## src/yuvrgb_pkg.sv

```systemverilog
package yuvrgb_pkg;

	localparam int MAX_LINE_WIDTH  = 1024;
	localparam int MAX_FRAME_LINES = 1024;

	// column / line counter widths and effective-size widths
	localparam int COL_W  = $clog2(MAX_LINE_WIDTH);
	localparam int LINE_W = $clog2(MAX_FRAME_LINES);
	localparam int W_W    = COL_W + 1;
	localparam int H_W    = LINE_W + 1;
	localparam int PROD_W = W_W + H_W;

	// chroma line store: one U/V pair per column pair
	localparam int STORE_DEPTH = MAX_LINE_WIDTH / 2;
	localparam int SLOT_W      = $clog2(STORE_DEPTH);
	localparam int PAIR_W      = 16;

	localparam int CFG_W      = 11;
	localparam int CFG_IDX_W  = 2;
	localparam int IDX_W      = 20;
	localparam int CSC_W      = 20;

	localparam int LINE_WIDTH_RESET  = 640;
	localparam int FRAME_LINES_RESET = 480;

	typedef enum logic [CFG_IDX_W-1:0] {
		CFG_LINE_WIDTH  = 2'd0,
		CFG_FRAME_LINES = 2'd1,
		CFG_PORTRAIT    = 2'd2
	} cfg_reg_t;

	typedef struct packed {
		logic [7:0] luma;
		logic [7:0] chroma_blue;
		logic [7:0] chroma_red;
	} in_item_t;

	typedef struct packed {
		logic [7:0]       red;
		logic [7:0]       green;
		logic [7:0]       blue;
		logic [IDX_W-1:0] pixel_index;
		logic             frame_end;
	} out_item_t;

	// per-pixel position info from the counter stage
	typedef struct packed {
		logic              wr_pair;
		logic [SLOT_W-1:0] slot;
		logic [IDX_W-1:0]  pixel_index;
		logic              frame_end;
	} pos_t;

	// clamp to 2..maxv, then force even
	function automatic int eff_size(input int v, input int maxv);
		int r;
		r = v;
		if (r < 2) r = 2;
		if (r > maxv) r = maxv;
		return r & ~1;
	endfunction

	// 8.8 value -> 0..255, floor shift
	function automatic logic [7:0] clamp_channel(input logic signed [CSC_W-1:0] x);
		logic [7:0] r;
		if (x < 0) begin
			r = 8'd0;
		end else if (x[CSC_W-1:8] > 255) begin
			r = 8'd255;
		end else begin
			r = x[15:8];
		end
		return r;
	endfunction

endpackage

```

## src/yuvrgb_ctr.sv

```systemverilog
module yuvrgb_ctr (
	input  logic                            clk,
	input  logic                            arst_n,
	input  logic                            advance,
	input  logic [yuvrgb_pkg::W_W-1:0]      w_eff,
	input  logic [yuvrgb_pkg::H_W-1:0]      h_eff,
	input  logic                            portrait,
	output yuvrgb_pkg::pos_t                pos
);

	logic [yuvrgb_pkg::COL_W-1:0]  col_q;
	logic [yuvrgb_pkg::LINE_W-1:0] line_q;

	logic                           wrap_pre;
	logic [yuvrgb_pkg::H_W-1:0]    line_pre;
	logic [yuvrgb_pkg::COL_W-1:0]  col;
	logic [yuvrgb_pkg::LINE_W-1:0] line;
	logic [yuvrgb_pkg::W_W-1:0]    col_inc;
	logic [yuvrgb_pkg::H_W-1:0]    line_inc;
	logic [yuvrgb_pkg::COL_W-1:0]  col_n;
	logic [yuvrgb_pkg::LINE_W-1:0] line_n;
	logic [yuvrgb_pkg::PROD_W-1:0] mul_a;
	logic [yuvrgb_pkg::PROD_W-1:0] mul_b;
	logic [yuvrgb_pkg::PROD_W-1:0] add_c;
	logic [yuvrgb_pkg::PROD_W-1:0] idx_full;

	// counters may sit past a size that was just shrunk: wrap before use
	always_comb begin
		wrap_pre = {1'b0, col_q} >= w_eff;
		line_pre = {1'b0, line_q} + yuvrgb_pkg::H_W'(wrap_pre);
		col      = wrap_pre ? '0 : col_q;
		line     = (line_pre >= h_eff) ? '0 : line_pre[yuvrgb_pkg::LINE_W-1:0];
		col_inc  = {1'b0, col} + yuvrgb_pkg::W_W'(1);
		line_inc = {1'b0, line} + yuvrgb_pkg::H_W'(1);
		if (col_inc >= w_eff) begin
			col_n  = '0;
			line_n = (line_inc >= h_eff) ? '0 : line_inc[yuvrgb_pkg::LINE_W-1:0];
		end else begin
			col_n  = col_inc[yuvrgb_pkg::COL_W-1:0];
			line_n = line;
		end
	end

	// one shared multiplier: raster line*W+col, portrait (W-1-col)*H+line
	always_comb begin
		if (portrait) begin
			mul_a = yuvrgb_pkg::PROD_W'(w_eff - yuvrgb_pkg::W_W'(1) - {1'b0, col});
			mul_b = yuvrgb_pkg::PROD_W'(h_eff);
			add_c = yuvrgb_pkg::PROD_W'(line);
		end else begin
			mul_a = yuvrgb_pkg::PROD_W'(line);
			mul_b = yuvrgb_pkg::PROD_W'(w_eff);
			add_c = yuvrgb_pkg::PROD_W'(col);
		end
		idx_full = mul_a * mul_b + add_c;
	end

	always_comb begin
		pos.wr_pair     = !line[0] && !col[0];
		pos.slot        = col[yuvrgb_pkg::COL_W-1:1];
		pos.pixel_index = yuvrgb_pkg::IDX_W'(idx_full);
		pos.frame_end   = ({1'b0, col} == w_eff - yuvrgb_pkg::W_W'(1)) &&
		                  ({1'b0, line} == h_eff - yuvrgb_pkg::H_W'(1));
	end

	always_ff @(posedge clk or negedge arst_n) begin
		if (!arst_n) begin
			col_q  <= '0;
			line_q <= '0;
		end else if (advance) begin
			col_q  <= col_n;
			line_q <= line_n;
		end
	end

endmodule

```

## config.mk

```make
export PLATFORM = sky130hd
export DESIGN_NAME = yuvrgb_ctr
export DESIGN_NICKNAME = d
export VERILOG_FILES = /design/src/yuvrgb_pkg.sv /design/src/yuvrgb_ctr.sv
export SDC_FILE = /design/constraint.sdc
export NUM_CORES = 1
export LEC_CHECK = 0
export BUFFER_PORTS_ARGS = -buffer_cell sky130_fd_sc_hd__buf_4
export CAP_MARGIN = 20
export CORE_UTILIZATION = 45
export CTS_BUF_LIST = sky130_fd_sc_hd__clkbuf_16
export DETAILED_ROUTE_END_ITERATION = 8
export GPL_TIMING_DRIVEN = 0
export PLACE_DENSITY = 0.69
export SLEW_MARGIN = 20
export SYNTH_ARGS = -nofsm -noshare
export SYNTH_HDL_FRONTEND = slang
export SYNTH_SLANG_ARGS = --single-unit
```

## constraint.sdc

```tcl
create_clock -name clk -period 28.1 [get_ports clk]
set_clock_uncertainty 0.1 [all_clocks]
set_input_delay 5.62 -clock clk [delete_from_list [all_inputs] [get_ports clk]]
set_output_delay 5.62 -clock clk [all_outputs]
set_load 0.01 [all_outputs]
```

# --- Word-level counts from Yosys, hierarchy flattened ---
# Cells that the tools add are included.
totals:
  elab_cells: 29
  mem_bits_ro: 0
  ram_bits: 0
  regBits: 20
  latch_bits: 0
  output_inout_bits: 31
  mem_count: 0
  input_bits: 26
classes:
  shifts: 0
  add_sub_neg: 8
  n_reduce_logical: 4
  eq_ne: 2
  n_div: 0
  bitwise_logic: 0
  n_lt_le_gt_ge: 4
  mul: 1
  mux: 8
op_table:
  columns: ["cell", "count"]
  rows:
  - ["$mux 10", 6]
  - ["$ge 11x11->1", 3]
  - ["$add 10x1->11 const B", 2]
  - ["$eq 10x11->1", 2]
  - ["$mul 22x11->20", 1]
  - ["$mux 22", 1]
  - ["$sub 11x1->11 const B", 2]
  - ["$add 20x20->20", 1]
  - ["$sub 12x11->13", 1]
  - ["$sub 11x1->12 const B", 1]
  - ["$add 10x1->11", 1]
  - ["$ge 10x11->1", 1]
  - ["$mux 11", 1]
  - ["$logic_and 1x1->1", 2]
  - ["$logic_not 1->1", 2]

# --- Longest topological paths before layout ---
depth:
  ltp_word: 8
  ltp_mapped: 45
  mapped_depth_nobuf: 43

# --- Worst setup path after synthesis ---
# Ideal clock, no wire load.
synth_path:
  kind: "input port to output port"
  from: "input w_eff[1] (netlist bit)"
  to: "output pos[19] (netlist bit)"
  path_slack_ns: 7.804
  path_buffers: 2
  arrival_time_ns: 14.576
  stages: 40
  required_time_ns: 22.380
  cell_sequence: "inv_1 ha_1 nor2b_1 o21ai_0 a21boi_0 o21ai_0 a21o_1 a311o_1 inv_1 buf_1 ha_1 ha_1 nand3_1 or2_2 xor2_1 inv_1 ha_1 a21o_1 (+4 left out) nand2_1 mux2i_1 nand2_1 fa_1 fa_1 inv_1 fa_1 fa_1 inv_1 fa_1 inv_1 ha_1 and3_1 a31oi_1 a21oi_1 a211o_1 a21oi_1 xnor2_1"
synth_lines:
  columns: ["element", "line", "rtl"]
  rows:
  - ["start, declared", "yuvrgb_ctr.sv:5", "input logic [yuvrgb_pkg::W_W-1:0] w_eff,"]
  - ["end, declared", "yuvrgb_ctr.sv:8", "output yuvrgb_pkg::pos_t pos"]

==> results by stage <==
GRT:
- The number of antenna violations at the first check in global routing is 0.
- The via count of the first global-routing pass came to 7515.
- Entering global routing, the biggest net connects 21 pins.
- The first global-routing pass estimated 38400 um of wire.
- The global routing usage summed across all routing layers is 0.245.
- The final global-route overflow total is 0.

Clocking:
- The post-CTS setup buffer count is 0.
- In this run the number of H-tree levels came out at 1.
- After clock tree synthesis, the clock-pin slew on the worst setup and hold paths is 0.05 ns.
- The root buffer cell chosen for the clock tree is sky130_fd_sc_hd__clkbuf_16.
- The later pin in the worst-skew pair is clocked with a latency of 0.25 ns.
- The deepest clock path buffer count is 2.
- The TritonCTS sink count is 20.
- The CTS tree is yes.
- The number of hold buffers added after CTS was 0.
- In this run, CTS created clock tree buffers numbering 3.
- Gates resized during post-CTS repair numbered 0.

Cells and area:
- Leaving out fill and tap cells, the most frequent cells in the layout are sky130_fd_sc_hd__inv_1, sky130_fd_sc_hd__nand2_1, sky130_fd_sc_hd__fa_1, sky130_fd_sc_hd__ha_1, sky130_fd_sc_hd__nor2_1.
- From synthesis to final layout, the design area changed by 8.75%.
- The total area of multi-input combinational cells is 7220 um^2.
- The final antenna diode count is 0.
- The footprint of the flip-flops and latches is 500 um^2.
- The number of nets in the final layout is 1406.
- The layout cell share with drive strength beyond 1 is 0.0596.
- After filler insertion, the fill cell instance count of the layout stands at 1915.
- The commonest non-fill, non-tap cell in the layout is sky130_fd_sc_hd__inv_1.

Routing:
- The first TritonRoute pass finished after 4 iterations.
- The number of DRC violations after detailed-routing iteration 0 is 366.
- The count of nets left with antenna violations once routing finished came out at 0.
- The sum of routed wire length over all layers is 23000 um.
- The number of vias after detailed routing is 7545.
- The per-cell routed wire length is 16.5 um.
- After detailed routing, the number of vias per cell comes to 5.42.
- After detailed routing, the number of remaining DRC violations is 0.

Logic synthesis:
- The count of distinct cell types in the synthesized netlist is 58.
- The number of nets handed over by synthesis was 1349.
- Yosys attributes the largest share of cell area to sky130_fd_sc_hd__fa_1, sky130_fd_sc_hd__ha_1, sky130_fd_sc_hd__inv_1.
- The number of register bits inferred by synthesis is 20.
- The count of mapped cells out of synthesis is 1103.
- The area share of the largest cell type after synthesis is 0.275.
- The netlist area before placement is 8660 um^2.
- The largest total area in the synthesized netlist belongs to sky130_fd_sc_hd__fa_1.
- The share of async-settable or async-resettable flops after synthesis is 1.00.
- The mean cell area of the mapped netlist is 7.86 um^2.
- In this run, synthesis inferred 0 flip-flops with an integrated enable.
- The part of the Yosys area used for sequential elements is 0.0578.
- During synthesis, Yosys emitted a total of 0 warnings.
- The most used flip-flop cell after synthesis is sky130_fd_sc_hd__dfrtp_1.

STA:
- The highest clock rate is 44.4 MHz.
- The count of endpoints failing hold in the final timing report is 0.
- Setup repair after global routing left no endpoint under its margin.
- The count of pins over their slew limit came to 0.
- The worst-margin pin slew is 0.896 ns.
- The share of the clock period used by the worst path is 0.801.
- Measured against its own limit, the worst slew margin works out to 0.386.
- For the final routed database, the setup TNS stands at 0 ns.
- The worst hold slack is 0.416 ns.
- After layout, the minimum clock period comes to 22.52 ns.
- Setup violations remaining at the end of the flow were counted as 0.

Floorplanning:
- Measured along the x axis, the die boundary spans 141 um.
- The initial core utilization is 0.462.
- The placeable core region is 18800 um^2.
- The top-level port count is 57.
- From bottom edge to top edge, the die measures 141 um.
- After floorplanning, the core was divided into 50 placement rows.
- The die footprint is 19800 um^2.

Worst setup path:
- The endpoint type of the worst setup path is a primary output.
- The arrival time at the worst endpoint is 16.80 ns.
- At the worst endpoint, the required time is 22.38 ns.
- The capture point of the worst reg-to-reg path is line_q[1].
- The startpoint identified for the worst register-to-register timing path is col_q[1].
- The depth of the worst register-to-register path is 36.
- The worst stage delay on the critical path is 0.63 ns.
- The kind of start point of the critical path is a primary input.
- The worst setup path is of the in2out kind.
- The largest individual stage delay along the critical path comes from the cell sky130_fd_sc_hd__mux2i_1.
- The maximum fanout along the worst path is 10.
- By instance count, the cell type seen most on the critical path is sky130_fd_sc_hd__inv_1.
- The register-to-register setup slack is 19.06 ns.

Hold path:
- The worst hold path was traced through 2 stages.
- The worst hold path startpoint is line_q[0].
- The path type of the worst min-delay path is reg2reg.
- For hold timing, the worst endpoint is line_q[0].

Place:
- Routability-driven placement finished with a final weighted congestion of 0.934.
- The wire-length estimate of the detail-placed layout is 19600 um.
- The total of buffers placed on input and output ports is 52.

Run status:
- The flow ran to the end, and the final reports show no timing, DRC or antenna violations.

Flow run:
- The max-capacitance violation count is 0.
cells by family (layout without fill, tap and decap cells):
kind of cell,count (synthesis),count (layout),share of synthesized area
compound gates,170,170,0.127
xor+xnor,78,78,0.0797
fa+ha+maj,220,220,0.421
buf+inv,252,307,0.109
flops,20,20,0.0578
mux,12,12,0.0147
simple gates,351,351,0.191
layer usage:
layer | up-vias | wire length [um] | track usage
met5 | - | 0 | 0
met4 | 0 | 516 | 0.0584
met3 | 38 | 1150 | 0.0177
met2 | 208 | 11000 | 0.417
met1 | 3641 | 10300 | 0.341
li1 | 3658 | - | -
critical path: cells and delay by family:
family                   cells  cell delay (ns)
buffers and inverters       10             1.71
AO/OA/AOI/OAI               13             2.81
XOR/XNOR                     2             0.53
AND/OR/NAND/NOR              7             1.34
multiplexers                 1             0.63
adder cells (fa/ha/maj)     10             4.16
registers in the layout, indices dropped and copies added, names as in the netlist:
name    count
col_q      10
line_q     10
cells in the mapped netlist, drive strengths merged, types with 2 or more instances:
master	number
inv	222
nor2b	10
or4	2
a21boi	2
o21a	16
o32ai	6
nor4	5
mux2	6
nand2	130
a221oi	3
fa	119
buf	2
o22ai	3
nand3b	2
clkbuf	28
nand3	30
a21oi	39
a22oi	3
nor3b	3
nand4	4
dfrtp	20
o21ai	45
a211oi	3
mux2i	6
o211ai	6
or2	2
o21bai	3
a21o	15
nor3	17
and3	17
a2111oi	2
xnor2	64
o31ai	3
a31oi	10
or3	3
nand2b	13
and2	35
nor2	75
ha	101
o2111ai	2
xor2	14
worst max path at each step:
stage,cells past startpoint,start,end,slack [ns]
after global routing,45,w_eff[1],pos[20],4.87
after floorplan,40,w_eff[1],pos[19],7.80
final,43,w_eff[1],pos[19],5.58
after global placement,43,w_eff[1],pos[19],5.70
after CTS,43,w_eff[1],pos[19],5.61
after detailed placement,43,w_eff[1],pos[19],5.63
metrics by stage:
step                      cell area [um^2]  utilization  std cells  setup slack (ns)
after floorplan                       8660            -       1103              7.80
after global placement                9350        0.498       1389              5.70
after detailed placement              9350        0.498       1389              5.63
after CTS                             9420        0.502       1392              5.61
after global routing                  9420        0.502       1392              4.87
final                                 9420        0.502       1392              5.58
area by class of cell:
cell class | instances | area share
inverters | 222 | 0.0884
multi-input cells | 831 | 0.766
repair buffers | 52 | 0.0414
flip-flops and latches | 20 | 0.0531
well taps | 234 | 0.0311
clock buffers | 3 | 0.00797
plain buffers | 30 | 0.0120
Power is left out: the tool's default activity adds up to more than one toggle a clock period on the data nets, which glitch-free logic cannot reach.
