$ cat src/yuvrgb_pkg.sv
package yuvrgb_pkg;

	localparam int MAX_LINE_WIDTH  = 1024;
	localparam int MAX_FRAME_LINES = 1024;

	// column / line counter widths and effective-size widths
	localparam int COL_W  = $clog2(MAX_LINE_WIDTH);
	localparam int LINE_W = $clog2(MAX_FRAME_LINES);
	localparam int W_W    = COL_W + 1;
	localparam int H_W    = LINE_W + 1;
	localparam int PROD_W = W_W + H_W;

	// chroma line store: one U/V pair per column pair
	localparam int STORE_DEPTH = MAX_LINE_WIDTH / 2;
	localparam int SLOT_W      = $clog2(STORE_DEPTH);
	localparam int PAIR_W      = 16;

	localparam int CFG_W      = 11;
	localparam int CFG_IDX_W  = 2;
	localparam int IDX_W      = 20;
	localparam int CSC_W      = 20;

	localparam int LINE_WIDTH_RESET  = 640;
	localparam int FRAME_LINES_RESET = 480;

	typedef enum logic [CFG_IDX_W-1:0] {
		CFG_LINE_WIDTH  = 2'd0,
		CFG_FRAME_LINES = 2'd1,
		CFG_PORTRAIT    = 2'd2
	} cfg_reg_t;

	typedef struct packed {
		logic [7:0] luma;
		logic [7:0] chroma_blue;
		logic [7:0] chroma_red;
	} in_item_t;

	typedef struct packed {
		logic [7:0]       red;
		logic [7:0]       green;
		logic [7:0]       blue;
		logic [IDX_W-1:0] pixel_index;
		logic             frame_end;
	} out_item_t;

	// per-pixel position info from the counter stage
	typedef struct packed {
		logic              wr_pair;
		logic [SLOT_W-1:0] slot;
		logic [IDX_W-1:0]  pixel_index;
		logic              frame_end;
	} pos_t;

	// clamp to 2..maxv, then force even
	function automatic int eff_size(input int v, input int maxv);
		int r;
		r = v;
		if (r < 2) r = 2;
		if (r > maxv) r = maxv;
		return r & ~1;
	endfunction

	// 8.8 value -> 0..255, floor shift
	function automatic logic [7:0] clamp_channel(input logic signed [CSC_W-1:0] x);
		logic [7:0] r;
		if (x < 0) begin
			r = 8'd0;
		end else if (x[CSC_W-1:8] > 255) begin
			r = 8'd255;
		end else begin
			r = x[15:8];
		end
		return r;
	endfunction

endpackage

$ cat src/yuvrgb_csc.sv
module yuvrgb_csc (
	input  logic [7:0]                    luma,
	input  logic [yuvrgb_pkg::PAIR_W-1:0] pair,
	output logic [7:0]                    red,
	output logic [7:0]                    green,
	output logic [7:0]                    blue
);

	logic signed [9:0]                   u;
	logic signed [9:0]                   v;
	logic signed [yuvrgb_pkg::CSC_W-1:0] y_s;
	logic signed [yuvrgb_pkg::CSC_W-1:0] u_s;
	logic signed [yuvrgb_pkg::CSC_W-1:0] v_s;
	logic signed [yuvrgb_pkg::CSC_W-1:0] r_sum;
	logic signed [yuvrgb_pkg::CSC_W-1:0] g_sum;
	logic signed [yuvrgb_pkg::CSC_W-1:0] b_sum;

	// U in high byte, V in low byte; 8.8 coefficients
	always_comb begin
		u     = $signed({2'b00, pair[15:8]}) - 10'sd128;
		v     = $signed({2'b00, pair[7:0]}) - 10'sd128;
		y_s   = $signed({4'b0000, luma, 8'h00});
		u_s   = yuvrgb_pkg::CSC_W'(u);
		v_s   = yuvrgb_pkg::CSC_W'(v);
		r_sum = y_s + v_s * 20'sd359;
		g_sum = y_s - u_s * 20'sd88 - v_s * 20'sd183;
		b_sum = y_s + u_s * 20'sd454;
		red   = yuvrgb_pkg::clamp_channel(r_sum);
		green = yuvrgb_pkg::clamp_channel(g_sum);
		blue  = yuvrgb_pkg::clamp_channel(b_sum);
	end

endmodule

$ cat config.mk
export PLATFORM = sky130hd
export DESIGN_NAME = yuvrgb_csc
export DESIGN_NICKNAME = d
export VERILOG_FILES = /design/src/yuvrgb_pkg.sv /design/src/yuvrgb_csc.sv
export SDC_FILE = /design/constraint.sdc
export NUM_CORES = 1
export LEC_CHECK = 0
export BUFFER_PORTS_ARGS = -buffer_cell sky130_fd_sc_hd__buf_2
export CAP_MARGIN = 20
export CORE_ASPECT_RATIO = 1.5
export CORE_UTILIZATION = 70
export DETAILED_ROUTE_END_ITERATION = 10
export GPL_TIMING_DRIVEN = 1
export PLACE_DENSITY = 0.95
export SYNTH_ARGS = -nofsm -noshare
export SYNTH_HDL_FRONTEND = slang
export SYNTH_SLANG_ARGS = --single-unit
export TNS_END_PERCENT = 30
$ cat constraint.sdc
create_clock -name vclk -period 12.7
set_input_delay 0.635 -clock vclk [all_inputs]
set_output_delay 0.635 -clock vclk [all_outputs]
set_load 0.1 [all_outputs]
## Word level (Yosys, flattened, before mapping)

Cells that the tools add are included.

- Register bits: 0
- Input bits: 24

- Add/sub/neg operators: 6
- Multiply operators: 4
- Order comparisons: 6
- Multiplexer cells: 6

Operators with widths:

| operator | count |
|---|---|
| $mux W8 | 6 |
| $add A17 B19 Y20 | 2 |
| $lt A20 B1 Y1 const B | 2 |
| $gt A12 B8 Y1 const B | 3 |
| $mul A9 B9 Y18 const B | 2 |
| $lt A19 B1 Y1 const B | 1 |
| $mul A9 B10 Y19 const B | 1 |
| $sub A18 B18 Y19 | 1 |
| $sub A17 B17 Y18 | 1 |
| $sub A8 B8 Y9 const B | 2 |
| $mul A9 B5 Y14 const B | 1 |

## Logic depth before layout (Yosys ltp)

Gate-level depths: netlist of the first run.

- Depth after elaboration: 7
- Gate-level depth with buffers: 27
- Mapped depth without buffers: 26

## Least setup slack after synthesis of the first run

No wires, ideal clock.

- Path kind: input -> output
- Start: in pair[15] (netlist name)
- End: out blue[0]
- Arrival: 6793 ps
- Required time: 12065 ps
- Setup slack: 5272 ps
- Stages: 25
- Path buffers: 1
- Path through: clkbuf_1 -> inv_2 -> ha_1 -> inv_1 -> ha_1 -> fa_1 -> inv_1 -> fa_1 -> inv_1 -> ha_1 -> or2_2 -> o22ai_2 -> nor2_1 -> nor2_1 -> xnor2_1 -> ha_1 -> nor2b_1 -> o21ai_0 -> a21boi_0 -> o21a_1 -> o21ai_0 -> or3_1 -> mux2_2 -> o21ai_4 -> a21oi_1

- Longest elaborated chain between the ends: 6

Ends and longest elaborated chain:

| element | line | text |
|---|---|---|
| from (decl) | yuvrgb_csc.sv:3 | `input logic [yuvrgb_pkg::PAIR_W-1:0] pair,` |
| $sub A8 B8 Y9 (*) | yuvrgb_csc.sv:20 | `u = $signed({2'b00, pair[15:8]}) - 10'sd128;` |
| $mul A9 B9 Y18 (*) | yuvrgb_csc.sv:27 | `b_sum = y_s + u_s * 20'sd454;` |
| $add A17 B19 Y20 (*) | yuvrgb_csc.sv:27 |  |
| $gt A12 B8 Y1 | yuvrgb_pkg.sv:68 | `end else if (x[CSC_W-1:8] > 255) begin` |
| $mux W8 | yuvrgb_pkg.sv:68 |  |
| $mux W8 (*) | yuvrgb_pkg.sv:66 | `if (x < 0) begin` |
| to (decl) | yuvrgb_csc.sv:6 | `output logic [7:0] blue` |

Every way passes the cells marked *; elsewhere a longest branch is shown, timed or not.

## Worst setup path in the final report of the first run

- Start: in pair[11] (netlist name)
- End: out green[7]

- Longest elaborated chain between the ends: 7

Ends and longest elaborated chain:

| element | line | text |
|---|---|---|
| $sub A8 B8 Y9 (*) | yuvrgb_csc.sv:20 |  |
| $mul A9 B5 Y14 (*) | yuvrgb_csc.sv:26 | `g_sum = y_s - u_s * 20'sd88 - v_s * 20'sd183;` |
| $sub A17 B17 Y18 (*) | yuvrgb_csc.sv:26 |  |
| $sub A18 B18 Y19 (*) | yuvrgb_csc.sv:26 |  |
| $gt A12 B8 Y1 | yuvrgb_pkg.sv:68 |  |
| $mux W8 | yuvrgb_pkg.sv:68 |  |
| $mux W8 (*) | yuvrgb_pkg.sv:66 |  |
| to (decl) | yuvrgb_csc.sv:5 | `output logic [7:0] green,` |

Marks and branches as above.

==> qor.yml, run 1 <==
status: "complete, no violations"
portBuffers: 48
grt_max_degree: 18
die_h_um: 119
dr.pass1.iters: 4
worst_pin_slew_ns: 0.702
hold_violations: 0
cts_setup_buffers: 0
ant_nets: 0
worst_path_max_delay_cell: "o31ai_1"
drt-initial-drc-count: 180
crit_cells: 23
first_global_vias: 5785
maxSlewViolCount: 0
num_vias: 5143
endpoint: "green[7]"
start_kind: "primary input"
critPathMaxFanout: 8
ys_warn_count: 0
setup.worst_path.start: "pair[11]"
layout.area.seq_um2: 0
die_w_um: 79.9
seq_cell_count: 0
critical_path_class: "primary input to output pin"
fmax_ghz: 0.130
ys_types: 50
crit_chain: "buf_2 > ha_1 > inv_1 > fa_1 > inv_1 > ha_1 > a21oi_1 > xnor2_1 > ha_1 > fa_1 > fa_1 > fa_1 > inv_1 > ha_1 > nand2_1 > o31ai_1 > a31o_2 > o31ai_2 > o2111a_1 > o21bai_1 > a21o_1 > o21a_1 > buf_2"
synth.avg_cell_area_um2: 8.99
period_share_pct: 60.7
grt_usage_pct: 34.3
fillers: 567
holdBufCountCts: 0
area.growth.synth_to_final_pct: 5.82
start_util_pct: 72.1
maxCapViolCount: 0
rsz0062_at_grt: "false"
grt_remaining_overflow: 0
cp.required_ns: 12.06
setup_viol: 0
slowest_delay_ns: 0.60
antenna_found_initial: 0
drive_gt1_share_pct: 8.75
relSlewSlack_pct: 53.2
netlist_instances: 708
die_area_um2: 9490
fin_crit_ns: 7.71
yosysSeqAreaShare_pct: 0
min_path_type: "primary input to output pin"
via_per_inst: 5.95
drc: 0
top_usage_layer: "met2"
antenna-diode-count: 0
clkbuf_count: 0
cpLargestDelayFamily: "adder cells"
critPathCaptureType: "output pin"
cp.arrival_ns: 7.07
gp_congestion: 0.902
core.rowCount: 42
fp.coreArea_um2: 8830
fin_tns_setup_ns: 0
io_pins: 48
crit_buf_inv: 5
nNetsFinal: 1039
grt_util_met2_pct: 67.0
wirelength_um: 15300
syn-num-nets: 991
grt_pass1_wl_um: 25300
avgRoutedWirePerCell_um: 17.7
grt_use_met3_pct: 3.63
syn_area_um2: 6360
met1_usage_pct: 33.0
hpwlAfterDp_um: 13800
cts_resized: 0
placed cells by master (no fill, tap or decap), drive strengths merged, types with 2 or more instances in the layout:
master and n:
xnor2 43, and3 2, xor2 10, and2 2
a31o 2, o21ai 24, inv 181, buf 48
nand2b 4, nand3 7, a31oi 3, nor3 6
a211oi 3, mux2i 2, or2 5, fa 88
nor2b 5, a21oi 37, ha 171, o21a 28
nand2 15, a21boi 2, nor2 28, a21o 9
o21bai 6, o31ai 5
worst min-delay path by stage:
stage,cells past startpoint,endpoint,start,slack (ns)
floorplan,3,blue[0],luma[0],2.05
global route,5,blue[0],luma[0],2.08
CTS,5,blue[0],luma[0],2.04
detailed placement,5,blue[0],luma[0],2.04
finish,5,blue[0],luma[0],2.05
global placement,5,blue[0],luma[0],2.04
cell type report:
cell class | instances | area, um^2 | area share [%]
well taps | 110 | 138 | 2.04
inverters | 181 | 679 | 10.1
multi-input cells | 525 | 5680 | 84.3
repair buffers | 48 | 240 | 3.57
Yosys cell counts, drive strengths merged:
library cell	n	area share, %
a2111oi	1	0.43
a211oi	3	0.35
a21boi	2	0.24
a21o	9	1.1
a21oi	37	2.9
a311oi	1	0.14
a31o	2	0.28
a31oi	3	0.29
a41o	1	0.16
and2	2	0.20
and3	2	0.20
and4b	1	0.16
clkbuf	2	0.12
fa	88	28
ha	171	34
inv	181	11
mux2	1	0.18
mux2i	2	0.31
nand2	15	0.88
nand2b	4	0.39
nand3	7	0.55
nand3b	1	0.12
nand4	1	0.098
nor2	28	1.7
nor2b	5	0.49
nor3	6	0.47
nor3b	1	0.12
nor4	1	0.098
nor4b	1	0.24
o2111a	1	0.18
o211ai	1	0.12
o21a	28	3.3
o21ai	24	2.1
o21bai	6	0.71
o22a	1	0.14
o22ai	1	0.20
o311a	1	0.16
o311ai	1	0.14
o31ai	5	0.75
or2	5	0.53
or3	1	0.098
or4	1	0.18
xnor2	43	5.9
xor2	10	1.4
kinds of logic after synthesis:
group                      Yosys count  synth area share, %
and+or+nand+nor                     82                 6.51
AOI/OAI and AO/OA                  128                 13.6
buffers and inverters              183                 10.8
adders and majority gates          259                 61.3
xor gates and xnor gates            53                 7.29
muxes                                3                0.491
tightest hold or removal path, delay by kind of cell:
kind            cells  cell delay [ns]
buf+inv             3             0.48
fa+ha+maj           1             0.25
compound gates      1             0.05
routing by layer:
| metal | part of all wire (%) | up-vias |
|---|---|---|
| li1 | - | 2391 |
| met4 | 6.3 | 0 |
| met5 | 0 | - |
| met2 | 56 | 164 |
| met1 | 34 | 2514 |
| met3 | 3.0 | 74 |
stage by stage:
stage / hold slack, ns / setup slack [ns] / area [um^2] / utilization (%) / cells
detailed placement: 2.04 / 5.08 / 6740 / 76.3 / 864
CTS: 2.04 / 5.07 / 6740 / 76.3 / 864
finish: 2.05 / 4.99 / 6740 / 76.3 / 864
floorplan: 2.05 / 5.27 / 6360 / - / 708
global placement: 2.04 / 5.42 / 6740 / 76.3 / 864
global route: 2.08 / 4.65 / 6740 / 76.3 / 864
Power of run 1 is not shown: default switching activity piles up to over one toggle a cycle in this logic, so the estimate is an artifact.
==> run 2: changes to the inputs <==
--- a/config.mk
+++ b/config.mk
@@ -8,10 +8,10 @@
 export BUFFER_PORTS_ARGS = -buffer_cell sky130_fd_sc_hd__buf_2
 export CAP_MARGIN = 20
 export CORE_ASPECT_RATIO = 1.5
-export CORE_UTILIZATION = 70
+export CORE_UTILIZATION = 65
 export DETAILED_ROUTE_END_ITERATION = 10
 export GPL_TIMING_DRIVEN = 1
-export PLACE_DENSITY = 0.95
+export PLACE_DENSITY = 0.91
 export SYNTH_ARGS = -nofsm -noshare
 export SYNTH_HDL_FRONTEND = slang
 export SYNTH_SLANG_ARGS = --single-unit
==> constraint.sdc (replaced) <==
create_clock -name vclk -period 7.5
set_input_delay 0.375 -clock vclk [all_inputs]
set_output_delay 0.375 -clock vclk [all_outputs]
set_load 0.1 [all_outputs]
==> run 2 against run 1 <==
Setup slack worse by 4.5 ns. Die area is 7.5% higher. Utilization is 4.2 points lower. Clock-buffer cell count stayed put. Critical endpoint unchanged. Sequential cell count stayed put.
==> qor.yml, run 2 (synthesis gave the netlist of run 1 again) <==
core.rowCount: 43  # was 42
cp.arrival_ns: 6.64  # was 7.07 ns
grt_remaining_overflow: 0  # unchanged
fp.coreArea_um2: 9360  # was 8830 um^2
start_util_pct: 68.0  # was 72.1%
holdBufCountCts: 0  # unchanged
die_h_um: 123  # was 119 um
worst_pin_slew_ns: 0.610  # was 0.702 ns
cp.required_ns: 7.12  # was 12.06 ns
die_w_um: 82.8  # was 79.9 um
cts_resized: 0  # unchanged
rsz0062_at_grt: "false"  # unchanged
final_common_cell: "inv_1"  # unchanged
clkbuf_count: 0  # unchanged
dpl_cell_area_um2: 6750  # was 6740 um^2
start_kind: "primary input"  # unchanged
grt_usage_pct: 30.6  # was 34.3%
antenna_found_initial: 0  # unchanged
period_share_pct: 93.5
num_vias: 5063  # was 5143
area.growth.synth_to_final_pct: 5.98  # was 5.82%
io_pins: 48  # unchanged
fin_tns_setup_ns: 0  # unchanged
critical_path_class: "primary input to output pin"  # unchanged
fmax_ghz: 0.143
maxSlewViolCount: 0  # unchanged
fin_area_um2: 6750  # was 6740 um^2
grt_max_degree: 17  # was 18
grt_pass1_wl_um: 23900  # was 25300 um
maxCapViolCount: 0  # unchanged
critPathMaxFanout: 8  # unchanged
seq_cell_count: 0  # unchanged
setup_viol: 0  # unchanged
status: "complete, no violations"  # unchanged
drt-initial-drc-count: 154  # was 180
fin_util_pct: 72.1  # was 76.3%
drc: 0  # unchanged
antenna-diode-count: 0  # unchanged
layout.area.seq_um2: 0  # unchanged
hold_violations: 0  # unchanged
die_area_um2: 10200  # was 9490 um^2
hpwlAfterDp_um: 12900  # was 13800 um
avgRoutedWirePerCell_um: 16.4  # was 17.7 um
first_global_vias: 5700  # was 5785
final_cell_mix: "inv_1 (180), ha_1 (171), fa_1 (88)"  # unchanged
fillers: 688  # was 567
wirelength_um: 14200  # was 15300 um
portBuffers: 48  # unchanged
ant_nets: 0  # unchanged
critPathCaptureType: "output pin"  # unchanged
fin_crit_ns: 7.01
nNetsFinal: 1040  # was 1039
dr.pass1.iters: 4  # unchanged
relSlewSlack_pct: 59.0  # was 53.2%
via_per_inst: 5.84  # was 5.95
min_path_type: "primary input to output pin"  # unchanged
drive_gt1_share_pct: 8.87  # was 8.75%
cts_setup_buffers: 0  # unchanged
gp_congestion: 0.874  # was 0.902
[run 2: changes by cell type in the layout (fill, tap and decap cells not counted)]
cell / delta
buf_4: +1
[run 2: routing by layer]
layer	vias up	share of wire, %	global-route usage [%]
met5	-	0	0
met4	0	6.2	18.0
met3	72	3.2	3.32
met2	153	55	60.2
met1	2442	36	28.9
li1	2396	-	-
[run 2: final timing paths]
kind | startpoint | end | cells after the start
worst max-delay path | pair[11] | green[7] | 23
worst min-delay path | luma[0] | blue[0] | 5
[run 2: layout make-up]
class,instances,area [um^2],share of cell area [%]
inverters,181,679,10.1
well taps,112,140,2.08
multi-input cells,525,5680,84.2
repair buffers,49,248,3.67
[run 2: worst max-delay path, stage by stage]
cell	delay, ns
buf_2	0.15
ha_1	0.28
inv_1	0.05
fa_1	0.49
inv_1	0.04
ha_1	0.32
a21oi_1	0.22
xnor2_1	0.16
ha_1	0.28
fa_1	0.51
fa_1	0.52
fa_1	0.54
inv_1	0.05
ha_1	0.32
nand2_1	0.06
o31ai_1	0.51
a31o_2	0.33
o31ai_2	0.09
o2111a_1	0.28
o21bai_1	0.15
a21o_1	0.29
o21a_1	0.17
buf_2	0.43
[run 2: metrics by stage]
step	hold slack [ns]	cells	setup WS, ns
after floorplan	1.53	708	0.592
after global placement	1.52	867	0.726
after detailed placement	1.54	867	0.490
after CTS	1.54	867	0.494
after global routing	1.58	867	0.156
final	1.54	867	0.488
Power of run 2 is left out for the same reason.
